`config.mk`:
```
export PLATFORM = sky130hd
export DESIGN_NAME = battery_coulomb_counter_core
export DESIGN_NICKNAME = d
export VERILOG_FILES = /design/src/rtl/core/bcc_pkg.sv /design/src/rtl/core/bcc_alu.sv /design/src/rtl/core/battery_coulomb_counter_core.sv
export SDC_FILE = /design/constraint.sdc
export NUM_CORES = 1
export LEC_CHECK = 0
export CAP_MARGIN = 0
export CORE_UTILIZATION = 55
export CTS_CLUSTER_SIZE = 10
export DETAILED_ROUTE_END_ITERATION = 8
export DONT_BUFFER_PORTS = 1
export PLACE_DENSITY_LB_ADDON = 0.15
export SYNTH_ARGS = -nofsm -noshare
export SYNTH_HDL_FRONTEND = slang
export SYNTH_SLANG_ARGS = --single-unit
```
`constraint.sdc`:
```
create_clock -name clk_i -period 11.6 [get_ports clk_i]
set_input_delay 1.16 -clock clk_i [delete_from_list [all_inputs] [get_ports clk_i]]
set_output_delay 1.16 -clock clk_i [all_outputs]
set_load 0.01 [all_outputs]
```
`src/rtl/core/bcc_pkg.sv`:
```
// ----------------------------------------------------------------------------
// bcc_pkg
// Shared widths, constants and types for the battery coulomb counter.
// ----------------------------------------------------------------------------
package bcc_pkg;

  localparam int unsigned CurW    = 16;  // current sample, signed mA
  localparam int unsigned CapW    = 20;  // capacity in milli-units
  localparam int unsigned ChgW    = CapW + 2;  // charge in quarter-milli-units
  localparam int unsigned SocW    = 7;   // state of charge in percent
  localparam int unsigned AccW    = 28;  // shared adder width, holds charge * 25
  localparam int unsigned StepW   = $clog2(SocW);
  localparam int unsigned OutW    = ((CapW + SocW + 7) / 8) * 8;
  localparam int unsigned OutPadW = OutW - CapW - SocW;

  localparam logic [CapW-1:0] CapReset = CapW'(10000);

  // Quotient bits come out most significant first.
  localparam logic [StepW-1:0] StepFirst = StepW'(SocW - 1);
  localparam logic [StepW-1:0] StepLast  = '0;

  typedef enum logic [2:0] {
    ST_IDLE,
    ST_ACC_PREV,
    ST_ACC_CUR,
    ST_CLAMP,
    ST_DIV_LOAD,
    ST_DIV,
    ST_FINISH
  } state_e;

  // Operand request to the shared adder.
  typedef struct packed {
    logic [AccW-1:0] a;
    logic [AccW-1:0] b;
    logic            sub;
  } alu_req_t;

endpackage

```
`src/rtl/core/bcc_alu.sv`:
```
// ----------------------------------------------------------------------------
// bcc_alu
// Shared add/subtract unit used for accumulation, clamping and division steps.
// ----------------------------------------------------------------------------
module bcc_alu
  import bcc_pkg::*;
(
  input  alu_req_t        req_i,
  output logic [AccW-1:0] res_o,
  output logic            neg_o
);

  logic [AccW-1:0] b_op;

  assign b_op  = req_i.sub ? ~req_i.b : req_i.b;
  assign res_o = req_i.a + b_op + AccW'(req_i.sub);
  assign neg_o = res_o[AccW-1];

endmodule

```
`src/rtl/core/battery_coulomb_counter_core.sv`:
```
// ----------------------------------------------------------------------------
// battery_coulomb_counter_core
// Trapezoidal coulomb counter with clamped charge and percent state of charge.
// ----------------------------------------------------------------------------
// Each current beat adds (previous + present) quarter-milli-units to the
// stored charge, clamps it to [0, 4 * capacity] and returns the charge in
// milli-units with the truncated percent of capacity. One shared 28-bit adder
// does the accumulation, the clamp compare and the division under a small
// sequencer: two adds, one clamp compare, a load state that forms charge * 25
// with a fixed shift-add, seven restoring division steps and a final state
// that writes the result register. The input takes a new beat only once the
// block is back in idle, after the previous result is written. A finished
// result waits in the output register while the next beat is taken; if that
// register is still full when the next result is done, the block holds until
// the downstream side takes the waiting beat. Writing the capacity refills the
// charge to full and clears the previous current; the write port is ready
// only while the block is idle.
module battery_coulomb_counter_core
  import bcc_pkg::*;
(
  input  logic                clk_i,
  input  logic                rst_ni,
  // Capacity register write channel.
  input  logic                cfg_valid_i,
  output logic                cfg_ready_o,
  input  logic [CapW-1:0]     cfg_data_i,
  // Current samples. tdata: [15:0] current_ma (signed).
  input  logic                s_axis_tvalid_i,
  output logic                s_axis_tready_o,
  input  logic [CurW-1:0]     s_axis_tdata_i,
  // Results. tdata: [19:0] charge_milli, [26:20] soc_percent, [31:27] zero.
  output logic                m_axis_tvalid_o,
  input  logic                m_axis_tready_i,
  output logic [OutW-1:0]     m_axis_tdata_o
);

  state_e state_q, state_d;

  logic [CapW-1:0]        cap_q, cap_d;
  logic [ChgW-1:0]        charge_q, charge_d;
  logic signed [CurW-1:0] prev_q, prev_d;
  logic signed [CurW-1:0] cur_q, cur_d;
  logic [AccW-1:0]        acc_q, acc_d;
  logic [StepW-1:0]       step_q, step_d;
  logic [SocW-1:0]        quot_q, quot_d;
  logic                   m_valid_q, m_valid_d;
  logic [OutW-1:0]        m_data_q, m_data_d;

  alu_req_t        alu_req;
  logic [AccW-1:0] alu_res;
  logic            alu_neg;

  logic            out_free;
  logic            in_beat;
  logic            cfg_beat;
  logic [AccW-1:0] limit;
  logic [AccW-1:0] charge_ext;
  logic [SocW-1:0] soc;

  bcc_alu u_alu (
    .req_i (alu_req),
    .res_o (alu_res),
    .neg_o (alu_neg)
  );

  assign out_free        = !m_valid_q || m_axis_tready_i;
  assign s_axis_tready_o = (state_q == ST_IDLE);
  assign cfg_ready_o     = (state_q == ST_IDLE);
  assign in_beat         = s_axis_tvalid_i && s_axis_tready_o;
  assign cfg_beat        = cfg_valid_i && cfg_ready_o;
  assign limit           = AccW'({cap_q, 2'b00});
  assign charge_ext      = AccW'(charge_q);
  assign soc             = (cap_q == '0) ? '0 : quot_q;
  assign m_axis_tvalid_o = m_valid_q;
  assign m_axis_tdata_o  = m_data_q;

  // Next state.
  always_comb begin
    state_d = state_q;
    unique case (state_q)
      ST_IDLE:     if (in_beat) state_d = ST_ACC_PREV;
      ST_ACC_PREV: state_d = ST_ACC_CUR;
      ST_ACC_CUR:  state_d = ST_CLAMP;
      ST_CLAMP:    state_d = ST_DIV_LOAD;
      ST_DIV_LOAD: state_d = ST_DIV;
      ST_DIV:      if (step_q == StepLast) state_d = ST_FINISH;
      ST_FINISH:   if (out_free) state_d = ST_IDLE;
      default:     state_d = ST_IDLE;
    endcase
  end

  // Datapath and outputs.
  always_comb begin
    cap_d     = cap_q;
    charge_d  = charge_q;
    prev_d    = prev_q;
    cur_d     = cur_q;
    acc_d     = acc_q;
    step_d    = step_q;
    quot_d    = quot_q;
    m_data_d  = m_data_q;
    m_valid_d = m_valid_q && !m_axis_tready_i;
    alu_req   = '{a: acc_q, b: '0, sub: 1'b0};

    unique case (state_q)
      ST_IDLE: begin
        if (in_beat) begin
          cur_d = s_axis_tdata_i;
        end
        if (cfg_beat) begin
          cap_d    = cfg_data_i;
          charge_d = {cfg_data_i, 2'b00};
          prev_d   = '0;
        end
      end
      ST_ACC_PREV: begin
        alu_req = '{a: charge_ext, b: AccW'(prev_q), sub: 1'b0};
        acc_d   = alu_res;
      end
      ST_ACC_CUR: begin
        alu_req = '{a: acc_q, b: AccW'(cur_q), sub: 1'b0};
        acc_d   = alu_res;
      end
      ST_CLAMP: begin
        // A negative difference means the sum ran past the capacity.
        alu_req = '{a: limit, b: acc_q, sub: 1'b1};
        if (alu_neg) begin
          charge_d = limit[ChgW-1:0];
        end else if (acc_q[AccW-1]) begin
          charge_d = '0;
        end else begin
          charge_d = acc_q[ChgW-1:0];
        end
        prev_d = cur_q;
      end
      ST_DIV_LOAD: begin
        // Dividend is charge * 25, which keeps the quotient below 128.
        acc_d  = (charge_ext << 4) + (charge_ext << 3) + charge_ext;
        step_d = StepFirst;
        quot_d = '0;
      end
      ST_DIV: begin
        alu_req = '{a: acc_q, b: AccW'(cap_q) << step_q, sub: 1'b1};
        if (!alu_neg) begin
          acc_d = alu_res;
        end
        quot_d = {quot_q[SocW-2:0], !alu_neg};
        step_d = step_q - StepW'(1);
      end
      ST_FINISH: begin
        if (out_free) begin
          m_valid_d = 1'b1;
          m_data_d  = {OutPadW'(0), soc, charge_q[ChgW-1:2]};
        end
      end
      default: begin
        acc_d = acc_q;
      end
    endcase
  end

  always_ff @(posedge clk_i or negedge rst_ni) begin
    if (!rst_ni) begin
      state_q   <= ST_IDLE;
      cap_q     <= CapReset;
      charge_q  <= {CapReset, 2'b00};
      prev_q    <= '0;
      m_valid_q <= 1'b0;
    end else begin
      state_q   <= state_d;
      cap_q     <= cap_d;
      charge_q  <= charge_d;
      prev_q    <= prev_d;
      m_valid_q <= m_valid_d;
    end
  end

  always_ff @(posedge clk_i) begin
    cur_q    <= cur_d;
    acc_q    <= acc_d;
    step_q   <= step_d;
    quot_q   <= quot_d;
    m_data_q <= m_data_d;
  end

endmodule
```
==> results.toml <==
[clock_tree]
cts_buffer_depth = 2
cts_resized = 0
post_cts.repair.setup_buffers = 0
cts_sinks = 143
cts_tree = "yes"
clkTransAtPathRegs_ns = 0.07
htreeDepth = 4
cts_hold_buffers = 0
cts-root-buf = "clkbuf_16"
clk_latency_ns = 0.44
cts_buffers = 17

[yosys]
synth.area.top_cells = "edfxtp_1 22%, dfrtp_1 12%, nand2_1 6.9%, ha_1 6.2%, mux2i_1 5.1%"
ys.flop_type = "edfxtp_1"
synthCells = 1222
ys_types = 75
syn_area_sq_um = 10800
postSynthAreaPerCell_sq_um = 8.88
synth_top_cell_area_share_pct = 22.4
async_flop_share_pct = 43.4
synth_edf_count = 81
ys_warn_count = 0
synth_top_area_cell = "edfxtp_1"
synth-seq-cells = 143
yosysSeqAreaShare_pct = 36.8
synth_most_common_cell = "nand2_1"
netlist_top_cells_count = "198 x nand2_1, 106 x o21ai_0, 81 x edfxtp_1"

[worst_setup_path]
reg2regPathDepth = 17
critPathRequiredTime_ns = 11.69
cp-end-kind = "flop"
cp-start-kind = "flop"
path_class = "flop to flop"
worstPathMaxFanout = 52
reg2reg_slack_ns = 5.70
path_common_cell = "buf_4"
crit_chain = "buf_4, nor2b_1, buf_4, o21ai_1, a21oi_1, o21ai_0, nand2_1, ha_1, a21oi_1, nor2b_1, or4_1, o21ai_0, a211oi_1, nor4_4, nor2_1, a311oi_4, buf_4"
cp_slowest_cell = "nor4_4"
max_stage_delay_ns = 0.91
cp.arrival_ns = 5.99

[finish]
area_growth_pct = 6.63
n_antenna_cell = 0
drive_above_1_share_pct = 7.53
nets = 1298
nFillCells = 1779

[timing]
fin_crit_ns = 5.90
fmax_mhz = 169
rsz0062_at_grt = "no"
hold_violations = 0
worstMarginPinSlew_ns = 1.17
setup_viol = 0
finClkSkew_ns = 0.0118
slew_headroom_pct = 21.6
slew_viol_final = 0
setup_tns_ns = 0
fin_crit_sh_pct = 50.9

[route]
vias_per_cell = 6.33
ant_nets = 0
drt-initial-drc-count = 889
wl_microns = 32100
drcViolationCount = 0
drt_pre_antenna_iters = 5
vias = 9243
wl_per_cell_microns = 22.0

[floorplan]
core_sq_um = 19400
chipWidth_microns = 142
core.rowCount = 51
io_pins = 76
die_h_microns = 142
fp.dieArea_sq_um = 20300
start_util_pct = 55.9

[global_routing]
grt_pass1_vias = 8571
grt_overflow = 0
antenna_found_initial = 0
grt_pass1_wl_microns = 49800
track_usage_pct = 33.0
grt_max_degree = 63

[placement]
port_buffers = 0
gp_congestion = 1.00
dp_hpwl_microns = 23700

[min_path]
hold_class = "input port to async pin"

[job]
max-cap-violations = 0

[run_status]
status = "finished, final reports clean"
## logic make-up (layout without fill, tap and decap cells)
| group | count (synthesis) | after routing | share of synthesized area, % |
|---|---|---|---|
| AND/OR/NAND/NOR | 435 | 435 | 19.0 |
| AO/OA/AOI/OAI | 350 | 350 | 20.2 |
| flip-flops | 143 | 143 | 36.8 |
| buffers and inverters | 118 | 88 | 4.54 |
| adder cells (fa/ha/maj) | 74 | 74 | 9.92 |
| multiplexers | 70 | 70 | 7.01 |
| XOR/XNOR | 31 | 31 | 2.50 |
| other | 1 | 5 | 0.0346 |
## layer usage
| metal | GRT usage, % | share of wire [%] |
|---|---|---|
| met1 | 48.1 | 45 |
| met2 | 48.2 | 43 |
| met3 | 6.80 | 8.8 |
| met4 | 11.3 | 2.7 |
| met5 | 3.01 | 0.24 |
## metrics by stage
stage	cells	worst slack, ns	instance area, sq um	hold slack (ns)	utilization (%)
global placement	1429	5.92	11000	0.476	56.7
floorplan	1226	5.25	10900	0.433	-
global route	1461	5.38	11600	0.404	59.6
finish	1461	5.70	11600	0.413	59.6
detailed placement	1429	5.86	11000	0.469	56.7
CTS	1461	5.84	11600	0.408	59.6
## registers in the layout, summed over array words and instances (netlist names)
signal and count:
acc_q 28, cap_q 20, charge_q 22, cur_q 16, m_axis_tdata_o 27, m_axis_tvalid_o 1, prev_q 16, quot_q 7
state_q 3, step_q 3
## cell usage in the layout (no fill, tap or decap), types with 25 or more instances in the layout
master,netlist,layout
nor2b_1,36,36
o21ai_0,106,106
a31oi_1,25,25
inv_1,41,41
nor2_1,48,47
a21oi_1,76,76
dfrtp_1,52,50
ha_1,54,54
nand3_1,50,50
edfxtp_1,81,81
and3_1,32,32
nand2_1,198,197
mux2i_1,55,55
## area by class of cell
class	count	area, sq um	area share [%]
Clock buffer	18	439	3.80
Tap cell	265	332	2.87
Multi-Input combinational cell	965	6410	55.4
Sequential cell	143	4000	34.6
Clock inverter	14	120	1.04
Inverter	41	154	1.33
Timing Repair Buffer	15	113	0.974
## final timing paths
check,end,start
setup / recovery,acc_q[26],state_q[1]
hold / removal,cap_q[0],rst_ni
setup reg to reg,acc_q[26],state_q[1]
hold reg to reg,prev_q[2],cur_q[2]
max in group asynchronous,charge_q[15],rst_ni
min in group clk_i,prev_q[2],cur_q[2]
## worst max-delay path, delay by kind of cell (launching register included)
kind | cells | cell delay, ns
adder cells (fa/ha/maj) | 1 | 0.40
buffers and inverters | 3 | 1.20
flip-flops | 1 | 0.34
AO/OA/AOI/OAI | 7 | 1.72
AND/OR/NAND/NOR | 6 | 1.83
Power is left out: the tool's default activity adds up to more than one toggle a clock period on the data nets, which glitch-free logic cannot reach.
